File: src/hw/rtl/wavhp_pkg.sv
package wavhp_pkg;

    // Tags as they sit in the little-endian field shift register
    localparam logic [31:0] TAG_RIFF = 32'h4646_4952;
    localparam logic [31:0] TAG_WAVE = 32'h4556_4157;
    localparam logic [31:0] TAG_DATA = 32'h6174_6164;

    // Register reset values
    localparam logic [31:0] RATE_RESET     = 32'd8000;
    localparam logic [15:0] CHANNELS_RESET = 16'd1;
    localparam logic [15:0] BITS_RESET     = 16'd8;
    localparam logic [31:0] MAX_LEN_RESET  = 32'd16777216;

    // Configuration register indexes
    localparam int CFG_INDEX_W = 2;
    localparam logic [CFG_INDEX_W-1:0] REG_RATE     = 2'd0;
    localparam logic [CFG_INDEX_W-1:0] REG_CHANNELS = 2'd1;
    localparam logic [CFG_INDEX_W-1:0] REG_BITS     = 2'd2;
    localparam logic [CFG_INDEX_W-1:0] REG_MAX_LEN  = 2'd3;

    // Header byte offsets at which a field completes
    localparam int OFFSET_W = 6;
    localparam logic [OFFSET_W-1:0] OFF_RIFF     = 6'd3;
    localparam logic [OFFSET_W-1:0] OFF_WAVE     = 6'd11;
    localparam logic [OFFSET_W-1:0] OFF_FMT_SIZE = 6'd19;
    localparam logic [OFFSET_W-1:0] OFF_COMP     = 6'd21;
    localparam logic [OFFSET_W-1:0] OFF_CHANNELS = 6'd23;
    localparam logic [OFFSET_W-1:0] OFF_RATE     = 6'd27;
    localparam logic [OFFSET_W-1:0] OFF_BITS     = 6'd35;

    // Fmt fields read before the skip, and the length of a chunk id or size
    localparam logic [31:0] FMT_MIN_SIZE = 32'd16;
    localparam logic [31:0] FIELD_BYTES  = 32'd4;
    localparam logic [15:0] PCM_CODE     = 16'd1;

    // Result kinds
    localparam logic [1:0] KIND_HEADER = 2'd0;
    localparam logic [1:0] KIND_SAMPLE = 2'd1;
    localparam logic [1:0] KIND_ERROR  = 2'd2;

    // Error codes
    localparam logic [3:0] ERR_NONE     = 4'd0;
    localparam logic [3:0] ERR_RIFF     = 4'd1;
    localparam logic [3:0] ERR_WAVE     = 4'd2;
    localparam logic [3:0] ERR_COMP     = 4'd3;
    localparam logic [3:0] ERR_CHANNELS = 4'd4;
    localparam logic [3:0] ERR_RATE     = 4'd5;
    localparam logic [3:0] ERR_BITS     = 4'd6;
    localparam logic [3:0] ERR_LENGTH   = 4'd7;
    localparam logic [3:0] ERR_FMT_SIZE = 4'd8;

    typedef enum logic [3:0] {
        PH_HEADER     = 4'd0,
        PH_FMT_SKIP   = 4'd1,
        PH_CHUNK_ID   = 4'd2,
        PH_CHUNK_SIZE = 4'd3,
        PH_CHUNK_SKIP = 4'd4,
        PH_DATA_LEN   = 4'd5,
        PH_SAMPLES    = 4'd6,
        PH_DONE       = 4'd7,
        PH_ERROR      = 4'd8
    } phase_t;

    typedef struct packed {
        logic [31:0] expected_rate;
        logic [15:0] expected_channels;
        logic [15:0] expected_bits;
        logic [31:0] max_data_length;
    } cfg_t;

    typedef struct packed {
        logic [1:0]  result_kind;
        logic [7:0]  sample_byte;
        logic [31:0] data_length;
        logic [3:0]  error_code;
        logic        last_sample;
    } result_t;

endpackage

File: src/hw/rtl/wavhp_cfg.sv
module wavhp_cfg (
    input  logic                              aclk,
    input  logic                              aresetn,
    input  logic                              cfg_valid,
    output logic                              cfg_ready,
    input  logic [wavhp_pkg::CFG_INDEX_W-1:0] cfg_index,
    input  logic [31:0]                       cfg_data,
    output wavhp_pkg::cfg_t                   cfg
);

    wavhp_pkg::cfg_t cfg_reg;

    assign cfg_ready = 1'b1;
    assign cfg      = cfg_reg;

    // Load the addressed register on a write transfer
    always_ff @(posedge aclk) begin
        if (!aresetn) begin
            cfg_reg.expected_rate     <= wavhp_pkg::RATE_RESET;
            cfg_reg.expected_channels <= wavhp_pkg::CHANNELS_RESET;
            cfg_reg.expected_bits     <= wavhp_pkg::BITS_RESET;
            cfg_reg.max_data_length   <= wavhp_pkg::MAX_LEN_RESET;
        end else if (cfg_valid && cfg_ready) begin
            unique case (cfg_index)
                wavhp_pkg::REG_RATE:     cfg_reg.expected_rate     <= cfg_data;
                wavhp_pkg::REG_CHANNELS: cfg_reg.expected_channels <= cfg_data[15:0];
                wavhp_pkg::REG_BITS:     cfg_reg.expected_bits     <= cfg_data[15:0];
                wavhp_pkg::REG_MAX_LEN:  cfg_reg.max_data_length   <= cfg_data;
                default: ;
            endcase
        end
    end

endmodule

File: src/hw/rtl/wavhp_parser.sv
module wavhp_parser (
    input  logic                aclk,
    input  logic                aresetn,
    input  logic                in_fire,
    input  logic [7:0]          file_byte,
    input  logic                start_of_file,
    input  wavhp_pkg::cfg_t     cfg,
    output logic                res_valid,
    output wavhp_pkg::result_t  res
);

    wavhp_pkg::phase_t                 phase_reg, phase_next, phase_cur;
    logic [wavhp_pkg::OFFSET_W-1:0]    offset_reg, offset_next, offset_cur;
    logic [31:0]                       shift_reg, shift_next, shift_cur;
    logic [31:0]                       fmt_size_reg, fmt_size_next, fmt_size_cur;
    logic [31:0]                       skip_reg, skip_next, skip_cur, skip_dec;
    logic [31:0]                       data_reg, data_next, data_cur, data_dec;

    // Restart the parse state when the byte opens a new file
    always_comb begin
        phase_cur    = start_of_file ? wavhp_pkg::PH_HEADER : phase_reg;
        offset_cur   = start_of_file ? '0 : offset_reg;
        shift_cur    = start_of_file ? '0 : shift_reg;
        fmt_size_cur = start_of_file ? '0 : fmt_size_reg;
        skip_cur     = start_of_file ? '0 : skip_reg;
        data_cur     = start_of_file ? '0 : data_reg;
    end

    assign shift_next = {file_byte, shift_cur[31:8]};
    assign skip_dec   = skip_cur - 32'd1;
    assign data_dec   = data_cur - 32'd1;

    // Next phase and field registers
    always_comb begin
        phase_next    = phase_cur;
        offset_next   = offset_cur;
        fmt_size_next = fmt_size_cur;
        skip_next     = skip_cur;
        data_next     = data_cur;
        unique case (phase_cur)
            wavhp_pkg::PH_HEADER: begin
                offset_next = offset_cur + {{(wavhp_pkg::OFFSET_W-1){1'b0}}, 1'b1};
                unique case (offset_cur)
                    wavhp_pkg::OFF_RIFF: begin
                        if (shift_next != wavhp_pkg::TAG_RIFF) phase_next = wavhp_pkg::PH_ERROR;
                    end
                    wavhp_pkg::OFF_WAVE: begin
                        if (shift_next != wavhp_pkg::TAG_WAVE) phase_next = wavhp_pkg::PH_ERROR;
                    end
                    wavhp_pkg::OFF_FMT_SIZE: fmt_size_next = shift_next;
                    wavhp_pkg::OFF_COMP: begin
                        if (shift_next[31:16] != wavhp_pkg::PCM_CODE)
                            phase_next = wavhp_pkg::PH_ERROR;
                    end
                    wavhp_pkg::OFF_CHANNELS: begin
                        if (shift_next[31:16] != cfg.expected_channels)
                            phase_next = wavhp_pkg::PH_ERROR;
                    end
                    wavhp_pkg::OFF_RATE: begin
                        if (shift_next != cfg.expected_rate) phase_next = wavhp_pkg::PH_ERROR;
                    end
                    wavhp_pkg::OFF_BITS: begin
                        if (shift_next[31:16] != cfg.expected_bits ||
                            fmt_size_cur < wavhp_pkg::FMT_MIN_SIZE) begin
                            phase_next = wavhp_pkg::PH_ERROR;
                        end else if (fmt_size_cur == wavhp_pkg::FMT_MIN_SIZE) begin
                            phase_next = wavhp_pkg::PH_CHUNK_ID;
                            skip_next  = wavhp_pkg::FIELD_BYTES;
                        end else begin
                            phase_next = wavhp_pkg::PH_FMT_SKIP;
                            skip_next  = fmt_size_cur - wavhp_pkg::FMT_MIN_SIZE;
                        end
                    end
                    default: ;
                endcase
            end
            wavhp_pkg::PH_FMT_SKIP, wavhp_pkg::PH_CHUNK_SKIP: begin
                skip_next = skip_dec;
                if (skip_dec == '0) begin
                    phase_next = wavhp_pkg::PH_CHUNK_ID;
                    skip_next  = wavhp_pkg::FIELD_BYTES;
                end
            end
            wavhp_pkg::PH_CHUNK_ID: begin
                skip_next = skip_dec;
                if (skip_dec == '0) begin
                    phase_next = (shift_next == wavhp_pkg::TAG_DATA) ?
                                 wavhp_pkg::PH_DATA_LEN : wavhp_pkg::PH_CHUNK_SIZE;
                    skip_next  = wavhp_pkg::FIELD_BYTES;
                end
            end
            wavhp_pkg::PH_CHUNK_SIZE: begin
                skip_next = skip_dec;
                if (skip_dec == '0) begin
                    if (shift_next == '0) begin
                        phase_next = wavhp_pkg::PH_CHUNK_ID;
                        skip_next  = wavhp_pkg::FIELD_BYTES;
                    end else begin
                        phase_next = wavhp_pkg::PH_CHUNK_SKIP;
                        skip_next  = shift_next;
                    end
                end
            end
            wavhp_pkg::PH_DATA_LEN: begin
                skip_next = skip_dec;
                if (skip_dec == '0) begin
                    if (shift_next > cfg.max_data_length) begin
                        phase_next = wavhp_pkg::PH_ERROR;
                    end else begin
                        data_next  = shift_next;
                        phase_next = (shift_next != '0) ?
                                     wavhp_pkg::PH_SAMPLES : wavhp_pkg::PH_DONE;
                    end
                end
            end
            wavhp_pkg::PH_SAMPLES: begin
                data_next = data_dec;
                if (data_dec == '0) phase_next = wavhp_pkg::PH_DONE;
            end
            wavhp_pkg::PH_DONE, wavhp_pkg::PH_ERROR: ;
            default: phase_next = wavhp_pkg::PH_ERROR;
        endcase
    end

    // Result for the current byte
    always_comb begin
        res_valid       = 1'b0;
        res.result_kind = wavhp_pkg::KIND_HEADER;
        res.sample_byte = '0;
        res.data_length = '0;
        res.error_code  = wavhp_pkg::ERR_NONE;
        res.last_sample = 1'b0;
        unique case (phase_cur)
            wavhp_pkg::PH_HEADER: begin
                unique case (offset_cur)
                    wavhp_pkg::OFF_RIFF: begin
                        if (shift_next != wavhp_pkg::TAG_RIFF) begin
                            res_valid      = 1'b1;
                            res.error_code = wavhp_pkg::ERR_RIFF;
                        end
                    end
                    wavhp_pkg::OFF_WAVE: begin
                        if (shift_next != wavhp_pkg::TAG_WAVE) begin
                            res_valid      = 1'b1;
                            res.error_code = wavhp_pkg::ERR_WAVE;
                        end
                    end
                    wavhp_pkg::OFF_COMP: begin
                        if (shift_next[31:16] != wavhp_pkg::PCM_CODE) begin
                            res_valid      = 1'b1;
                            res.error_code = wavhp_pkg::ERR_COMP;
                        end
                    end
                    wavhp_pkg::OFF_CHANNELS: begin
                        if (shift_next[31:16] != cfg.expected_channels) begin
                            res_valid      = 1'b1;
                            res.error_code = wavhp_pkg::ERR_CHANNELS;
                        end
                    end
                    wavhp_pkg::OFF_RATE: begin
                        if (shift_next != cfg.expected_rate) begin
                            res_valid      = 1'b1;
                            res.error_code = wavhp_pkg::ERR_RATE;
                        end
                    end
                    wavhp_pkg::OFF_BITS: begin
                        if (shift_next[31:16] != cfg.expected_bits) begin
                            res_valid      = 1'b1;
                            res.error_code = wavhp_pkg::ERR_BITS;
                        end else if (fmt_size_cur < wavhp_pkg::FMT_MIN_SIZE) begin
                            res_valid      = 1'b1;
                            res.error_code = wavhp_pkg::ERR_FMT_SIZE;
                        end
                    end
                    default: ;
                endcase
                if (res_valid) res.result_kind = wavhp_pkg::KIND_ERROR;
            end
            wavhp_pkg::PH_DATA_LEN: begin
                if (skip_dec == '0) begin
                    res_valid = 1'b1;
                    if (shift_next > cfg.max_data_length) begin
                        res.result_kind = wavhp_pkg::KIND_ERROR;
                        res.error_code  = wavhp_pkg::ERR_LENGTH;
                    end else begin
                        res.data_length = shift_next;
                        res.last_sample = (shift_next == '0);
                    end
                end
            end
            wavhp_pkg::PH_SAMPLES: begin
                res_valid       = 1'b1;
                res.result_kind = wavhp_pkg::KIND_SAMPLE;
                res.sample_byte = file_byte;
                res.last_sample = (data_dec == '0);
            end
            default: ;
        endcase
    end

    // Advance the parse state on each input transfer
    always_ff @(posedge aclk) begin
        if (!aresetn) begin
            phase_reg    <= wavhp_pkg::PH_HEADER;
            offset_reg   <= '0;
            shift_reg    <= '0;
            fmt_size_reg <= '0;
            skip_reg     <= '0;
            data_reg     <= '0;
        end else if (in_fire) begin
            phase_reg    <= phase_next;
            offset_reg   <= offset_next;
            shift_reg    <= shift_next;
            fmt_size_reg <= fmt_size_next;
            skip_reg     <= skip_next;
            data_reg     <= data_next;
        end
    end

endmodule

File: src/hw/rtl/wavhp_out_reg.sv
module wavhp_out_reg (
    input  logic               aclk,
    input  logic               aresetn,
    input  logic               load,
    input  wavhp_pkg::result_t res,
    output logic               room,
    output logic               m_tvalid,
    input  logic               m_tready,
    output logic [47:0]        m_tdata,
    output logic [1:0]         m_tuser,
    output logic               m_tlast
);

    logic               valid_reg;
    wavhp_pkg::result_t res_reg;

    // Space for a new result when empty or when the held one leaves now
    assign room     = !valid_reg || m_tready;
    assign m_tvalid = valid_reg;
    assign m_tdata  = {4'b0, res_reg.error_code, res_reg.data_length, res_reg.sample_byte};
    assign m_tuser  = res_reg.result_kind;
    assign m_tlast  = res_reg.last_sample;

    // Hold the result until its transfer, then drop or replace it
    always_ff @(posedge aclk) begin
        if (!aresetn) begin
            valid_reg <= 1'b0;
        end else if (load) begin
            valid_reg <= 1'b1;
        end else if (m_tready) begin
            valid_reg <= 1'b0;
        end
    end

    always_ff @(posedge aclk) begin
        if (load) begin
            res_reg <= res;
        end
    end

endmodule

File: src/hw/rtl/wav_header_parser.sv
// Latency: a result is shown on the m_ side in the cycle after its input transfer.
// Throughput: one file byte per cycle; the single output register takes a new
// result in the cycle its old one transfers, so s_tready falls only under m_tready low.
// Reset (aresetn low, synchronous): registers return to their defaults, the parser
// waits for the RIFF tag and the output register is emptied.
module wav_header_parser (
    input  logic                              aclk,
    input  logic                              aresetn,
    input  logic                              s_tvalid,
    output logic                              s_tready,
    input  logic [7:0]                        s_tdata,  // [7:0] file_byte
    input  logic                              s_tuser,  // [0] start_of_file
    output logic                              m_tvalid,
    input  logic                              m_tready,
    // [7:0] sample_byte, [39:8] data_length, [43:40] error_code, [47:44] zero
    output logic [47:0]                       m_tdata,
    output logic [1:0]                        m_tuser,  // [1:0] result_kind
    output logic                              m_tlast,  // last_sample
    input  logic                              cfg_valid,
    output logic                              cfg_ready,
    input  logic [wavhp_pkg::CFG_INDEX_W-1:0] cfg_index,
    input  logic [31:0]                       cfg_data
);

    wavhp_pkg::cfg_t    cfg;
    wavhp_pkg::result_t res;
    logic               res_valid;
    logic               room;
    logic               in_fire;

    assign s_tready = room;
    assign in_fire  = s_tvalid && s_tready;

    wavhp_cfg u_cfg (
        .aclk      (aclk),
        .aresetn   (aresetn),
        .cfg_valid (cfg_valid),
        .cfg_ready (cfg_ready),
        .cfg_index (cfg_index),
        .cfg_data  (cfg_data),
        .cfg       (cfg)
    );

    wavhp_parser u_parser (
        .aclk          (aclk),
        .aresetn       (aresetn),
        .in_fire       (in_fire),
        .file_byte     (s_tdata),
        .start_of_file (s_tuser),
        .cfg           (cfg),
        .res_valid     (res_valid),
        .res           (res)
    );

    wavhp_out_reg u_out (
        .aclk     (aclk),
        .aresetn  (aresetn),
        .load     (in_fire && res_valid),
        .res      (res),
        .room     (room),
        .m_tvalid (m_tvalid),
        .m_tready (m_tready),
        .m_tdata  (m_tdata),
        .m_tuser  (m_tuser),
        .m_tlast  (m_tlast)
    );

endmodule

File: config.mk
export PLATFORM = sky130hd
export DESIGN_NAME = wav_header_parser
export DESIGN_NICKNAME = d
export VERILOG_FILES = /design/src/hw/rtl/wavhp_pkg.sv /design/src/hw/rtl/wavhp_cfg.sv /design/src/hw/rtl/wavhp_parser.sv /design/src/hw/rtl/wavhp_out_reg.sv /design/src/hw/rtl/wav_header_parser.sv
export SDC_FILE = /design/constraint.sdc
export NUM_CORES = 1
export LEC_CHECK = 0
export ABC_AREA = 1
export CAP_MARGIN = 5
export CORE_ASPECT_RATIO = 0.75
export CORE_MARGIN = 1.5
export CORE_UTILIZATION = 36
export CTS_CLUSTER_DIAMETER = 150
export DETAILED_ROUTE_END_ITERATION = 6
export DONT_BUFFER_PORTS = 1
export GPL_ROUTABILITY_DRIVEN = 0
export MAX_ROUTING_LAYER = met4
export PLACE_DENSITY = 0.48
export SYNTH_ARGS = -nofsm -noshare
export SYNTH_HDL_FRONTEND = slang
export SYNTH_SLANG_ARGS = --single-unit
File: constraint.sdc
create_clock -name aclk -period 10.5 [get_ports aclk]
set_input_delay 1.575 -clock aclk [delete_from_list [all_inputs] [get_ports aclk]]
set_output_delay 1.575 -clock aclk [all_outputs]
set_load 0.1 [all_outputs]
==> results of run 1 <==
-- stage by stage --
stage / area (um2) / utilization, % / worst slack, ns / hold WS (ns) / instances
after global placement: 19000 / 37.0 / 4.06 / 0.437 / 3454
after detailed placement: 19000 / 37.0 / 3.98 / 0.441 / 3454
after global routing: 20100 / 39.1 / 4.27 / 0.470 / 3510
final: 20100 / 39.1 / 4.59 / 0.452 / 3510
after floorplan: 18700 / - / 5.16 / 0.430 / 2903
after CTS: 20100 / 39.1 / 4.62 / 0.451 / 3510
-- synth_stat cells, types with 3 or more instances --
cell,n,area [um2]
nor2_2,20,125
nor3_2,3,30.0
clkbuf_1,89,334
and3_1,3,18.8
o21bai_1,4,30.0
inv_2,11,41.3
dfxtp_1,227,4540
o21ai_1,7,35.0
nand2_4,6,67.6
buf_6,9,101
nor2_1,399,1500
edfxtp_1,47,1410
o211ai_1,84,631
nand2_1,655,2460
xnor2_1,41,359
buf_2,18,90.1
nor2_4,8,90.1
clkinv_1,7,26.3
o221ai_1,9,78.8
ha_1,40,500
buf_1,5,18.8
xor2_1,52,455
a221oi_1,5,43.8
or2_2,8,50.1
nand3b_1,17,128
buf_4,10,75.1
nand2_2,28,175
o21ai_2,8,70.1
inv_1,377,1420
nor4_1,9,56.3
o21ai_0,213,1070
nor3_1,37,185
nand4_1,51,319
a31oi_1,5,31.3
nand3_1,215,1080
a21oi_1,141,706
-- critical path: stages --
cell     delay, ns
inv_4         0.58
buf_4         0.75
nand2_8       0.15
ha_1          0.31
nand3_4       0.16
nor2_4        0.11
nand2_1       0.08
nand2_1       0.05
nand2_1       0.20
nand2_1       0.08
nor2_1        0.23
nand3_2       0.13
nor2_4        0.20
nand2_4       0.14
inv_1         0.15
nand2_1       0.07
nand4_1       0.09
nand2_1       0.09
inv_2         0.86
-- power by group through the flow --
| stage | logic (mW) | registers [mW] | clock network, mW |
|---|---|---|---|
| final | 0.521 | 1.13 | 1.17 |
| after global routing | 0.581 | 1.14 | 1.23 |
| after CTS | 0.512 | 1.13 | 1.19 |
| after detailed placement | 0.509 | 1.16 | 0 |
| after global placement | 0.506 | 1.16 | 0 |
| after floorplan | 0.390 | 1.15 | 0 |
-- cell type report --
cell class	instances	area (um2)	share of cell area (%)
multi-input cells	2099	10600	52.7
flip-flops and latches	274	5960	29.7
well taps	666	833	4.15
clock buffers	42	877	4.37
clock inverters	14	189	0.941
repair buffers	19	143	0.710
inverters	396	1490	7.43
-- layer usage --
layer	up-vias	wire length (um)
li1	9220	-
met1	8862	36300
met2	783	28900
met3	108	6800
met4	0	1710
met5	-	0
-- worst max-delay path by stage --
stage          startpoint                              end  slack, ns
5_1_grt           s_tuser  u_out.m_tdata[27]$_SDFFCE_PP0P_       4.27
2_1_floorplan     s_tuser   u_out.m_tdata[0]$_SDFFCE_PN0P_       5.16
4_1_cts           s_tuser  u_out.m_tdata[32]$_SDFFCE_PP0P_       4.62
3_3_place_gp      s_tuser  u_out.m_tdata[32]$_SDFFCE_PP0P_       4.06
6_report          s_tuser  u_out.m_tdata[38]$_SDFFCE_PP0P_       4.59
3_5_place_dp      s_tuser  u_out.m_tdata[32]$_SDFFCE_PP0P_       3.98
-- cells by family after synthesis --
group / Yosys count / synth area share [%]
other: 2 / 0.0402
buffers and inverters: 530 / 11.5
XOR/XNOR: 93 / 4.36
AND/OR/NAND/NOR: 1469 / 34.3
AO/OA/AOI/OAI: 492 / 15.2
adder cells (fa/ha/maj): 40 / 2.68
flip-flops: 274 / 31.9
==> flow_summary.ini, run 1 <==
[outcome]
status = finished clean

[flow_run]
cap_violations = 0

[cts]
clk_pin_slew_ns = 0.06
clk_path_buf_depth = 3
cts_hold_buf = 0
clkLatencyLatePin_ns = 0.62
cts_resized = 0
cts_buffers = 31
clockRootBuffer = clkbuf_16
cts.sinks = 274
h-tree-depth = 1
postCtsSetupBuffers = 0
cts_tree = built

[logic_synthesis]
netlist_instances = 2900
synth_cell_type_count = 61
ys_warn_count = 0
synth_edf_count = 47
yosysSeqAreaShare_pct = 31.9
synthArstFlopShare_pct = 0
syn_area_mm2 = 0.0187
ys.flop_type = dfxtp_1
avgSynthCellArea_um2 = 6.44
ys_ff_latch = 274

[sta]
rsz0062_at_grt = no
fin_crit_ns = 5.91
slew_violations = 0
setup_violations = 0
tightestPinTransition_ns = 1.18
fin_tns_setup_ns = 0
finalCritPeriodShare_pct = 56.3
slew_headroom_pct = 21.3
final_hold_viol_count = 0
worst_clock_skew_ns = 0.0256
fmax_mhz = 169

[floorplanning]
num_rows = 72
die_h_um = 200
die_w_um = 266
initial_utilization_pct = 36.3
core-area_mm2 = 0.0513
ios = 102
die_area_mm2 = 0.0532

[global_routing]
grt.total_usage_pct = 28.0
antenna_found_initial = 0
grt_pass1_vias = 17227
grt_pass1_wl_um = 111000
gr-total-overflow = 0
grt_max_degree = 182
use_met2_pct = 37.3
top_usage_layer = met1
use_met1_pct = 42.9
grt.met3_usage_pct = 4.94

[routing]
antenna_left = 0
drt_wl_total_um = 73600
drt_iter0_drc = 2067
vias = 18973
avgViaCountPerCell = 5.41
drc = 0
firstDrtPassIters = 6
wire_per_inst_um = 21.0

[pwr]
power.density_mw_per_mm2 = 141
p_int_mw = 1.94
clkPwrFrac_pct = 41.4
cellLeakagePower_nw = 9.69
p_sw_mw = 0.880
totalPowerFinal_mw = 2.82
pwr-share-seq_pct = 40.2
peakVddDrop_mv = 0.125
combPwrFrac_pct = 18.5
p_sw_share_pct = 31.2

[critical_path]
start_kind = input port
critPathRequiredTime_ns = 10.72
reg2reg_depth = 8
critPathKind = in -> reg
critPathMaxFanout = 65
r2r_end = u_parser.data_reg[20]$_SDFFE_PN0P_
r2r_slack_ns = 5.86
arrival_ns = 6.13
crit_path_end_kind = flop
r2r-start = u_out.m_tvalid$_SDFFE_PN0P_

[cells_and_area]
largest_reg_flops = 96
final_common_cell = nand2_1
antenna_cells = 0
fill_cells = 5586
layout-drive-gt1-share_pct = 6.26
layout_common_cells = nand2_1, nor2_1, inv_1, dfxtp_1, nand3_1
final_nets = 2909
syn_to_final_growth_pct = 7.58

[hold_path]
min_path_cells = 2
hold_path.class = reg -> reg
hold_end = u_parser.shift_reg[22]$_SDFFE_PN0P_
hp-start = u_parser.shift_reg[22]$_SDFFE_PN0P_

[placed_design]
port_buffers = 0
dp_hpwl_um = 53400
(Power assumes the default switching activity.)
==> run 2, diff against run 1 <==
Settings changed: ABC_AREA 1 to 0, PLACE_DENSITY 0.48 to 0.5.
Clock period 10.5 ns to 5.04 ns, I/O delays scaled along.
==> flow_summary.ini, run 2 <==
[outcome]
status = finished clean

[cells_and_area]
fin_area_mm2 = 0.0190
multi_input_area_mm2 = 0.00999
regArea_mm2 = 0.00596
fill_cells = 4720
final_common_cell = nand2_1
syn_to_final_growth_pct = 13.3
layout-drive-gt1-share_pct = 9.16
layout_common_cells = nand2_1, a21oi_1, dfxtp_1, nor2_1, o21ai_0
fin_util_pct = 41.4
layout.cells.non_filler = 2860
final_nets = 2289
largest_reg_flops = 96

[sta]
slew_headroom_pct = 11.0
fmax_mhz = 211
fin_crit_ns = 4.75
final_hold_viol_count = 0
setup_violations = 0
finalCritPeriodShare_pct = 94.2
slew_violations = 0
fin_ws_ns = 0.292
tightestPinTransition_ns = 1.33
worst_clock_skew_ns = 0.0178
fin_tns_setup_ns = 0
rsz0062_at_grt = no
holdWs_ns = 0.271

[floorplanning]
die_area_mm2 = 0.0480
num_rows = 68
die_h_um = 190
core-area_mm2 = 0.0460
die_w_um = 253
initial_utilization_pct = 36.5
ios = 102

[logic_synthesis]
synth_cell_type_count = 89
avgSynthCellArea_um2 = 7.52
ys_warn_count = 0
synth_commonest_cells = nand2_1, a21oi_1, dfxtp_1
netlist_instances = 2237
synth_most_common_cell = nand2_1
syn_area_mm2 = 0.0168
synth_top_cell_area_share_pct = 27.0
synthTopCellsByArea = dfxtp_1, edfxtp_1, nand2_1
synthArstFlopShare_pct = 0
ys_ff_latch = 274
yosysSeqAreaShare_pct = 35.4
ys.flop_type = dfxtp_1
synth_top_area_cell = dfxtp_1
synth_edf_count = 47

[cts]
cts_buffers = 31
clockRootBuffer = clkbuf_16
postCtsSetupBuffers = 0
cts.sinks = 274
cts_hold_buf = 0
cts_tree = built
clk_path_buf_depth = 3
cts_resized = 0
clk_pin_slew_ns = 0.07
h-tree-depth = 1
clkLatencyLatePin_ns = 0.60

[critical_path]
start_kind = flop
critPathKind = reg -> reg
crit_path_end_kind = flop
arrival_ns = 5.06
critPathRequiredTime_ns = 5.35
critPathMaxFanout = 26

[routing]
drt_wl_total_um = 71200
wire_per_inst_um = 24.9
drc = 0
firstDrtPassIters = 6
drt_iter0_drc = 2060
avgViaCountPerCell = 6.08
antenna_left = 0
vias = 17383

[global_routing]
grt_max_degree = 161
grt_pass1_vias = 15910
grt.total_usage_pct = 30.1
grt_pass1_wl_um = 106000
antenna_found_initial = 4
gr-total-overflow = 0

[pwr]
p_sw_mw = 1.64
totalPowerFinal_mw = 5.76
combPwrFrac_pct = 14.2
p_int_mw = 4.12
peakVddDrop_mv = 0.286
clkPwrFrac_pct = 45.1
pwr-share-seq_pct = 40.7
power.density_mw_per_mm2 = 303
p_sw_share_pct = 28.5
cellLeakagePower_nw = 6.95

[placed_design]
dp_hpwl_um = 50200
dp_slack_ns = 0.0557
dp.cells = 2798
post_dp_cell_area_mm2 = 0.0179
port_buffers = 0

[hold_path]
hold_path.class = in -> reg

[flow_run]
cap_violations = 0
-- run 2: cell count changes in the layout (fill, tap and decap cells not counted), sizes merged, moves of 22 or more --
cell | previous run | this run
a21oi | 141 | 233
a22oi | 0 | 38
a31oi | 5 | 31
and2 | 1 | 41
buf | 19 | 109
inv | 390 | 70
nand2 | 690 | 371
nand3 | 219 | 56
nor2 | 427 | 186
nor2b | 0 | 43
nor3 | 41 | 63
nor4 | 10 | 52
o211ai | 84 | 16
o21ai | 229 | 133
-- run 2: cell type report --
cell class	instances	share of cell area, %
Antenna cell	4	0.0525
Timing Repair Buffer	109	4.62
Clock inverter	20	1.62
Inverter	67	1.41
Tap cell	630	4.14
Multi-Input combinational cell	1718	52.5
Clock buffer	38	4.43
Sequential cell	274	31.3
-- run 2: power by group through the flow --
stage | Combinational [mW] | Sequential [mW] | Clock (mW)
3_3_place_gp | 0.792 | 2.39 | 0
2_1_floorplan | 0.605 | 2.35 | 0
6_report | 0.819 | 2.35 | 2.60
3_5_place_dp | 0.797 | 2.39 | 0
5_1_grt | 0.889 | 2.35 | 2.71
4_1_cts | 0.801 | 2.34 | 2.63
-- run 2: logic make-up (layout without fill, tap and decap cells) --
| kind of cell | Yosys count | after routing | synth area share, % |
|---|---|---|---|
| other cells | 2 | 9 | 0.0447 |
| mux | 13 | 13 | 0.826 |
| simple gates | 968 | 968 | 28.1 |
| flops | 274 | 274 | 35.4 |
| fa+ha+maj | 40 | 40 | 2.98 |
| xor+xnor | 79 | 79 | 4.11 |
| buf+inv | 248 | 234 | 5.89 |
| compound gates | 613 | 613 | 22.6 |
-- run 2: final timing paths --
check | slack (ns) | end | start | cells after the start
max | 0.29 | u_out.m_tdata[8]$_SDFFCE_PP0P_ | u_parser.skip_reg[10]$_SDFFE_PN0P_ | 12
min | 0.27 | u_cfg.cfg[72]$_SDFFE_PN1P_ | cfg_data[8] | 2
max reg2reg | 0.29 | u_out.m_tdata[8]$_SDFFCE_PP0P_ | u_parser.skip_reg[10]$_SDFFE_PN0P_ | 12
min reg2reg | 0.45 | u_parser.data_reg[30]$_SDFFE_PN0P_ | u_parser.data_reg[30]$_SDFFE_PN0P_ | 2
-- run 2: worst max-delay path, stage by stage (launching register included) --
cell and delay [ns]:
dfxtp_1 0.37, or4_1 0.63, buf_4 0.21, or4_4 0.51, o31ai_4 0.25, nand3_1 0.12
or3_1 0.33, or4b_4 0.53, or3_4 0.39, nor2_4 0.17, nor3_4 0.06, nor2_4 0.60
buf_4 0.28
-- run 2: routing by layer --
layer / GRT usage [%] / vias up / share of wire [%]
li1: - / 7942 / -
met1: 43.3 / 8400 / 46
met2: 41.2 / 922 / 40
met3: 6.90 / 119 / 11
met4: 9.12 / 0 / 3.1
met5: - / - / 0
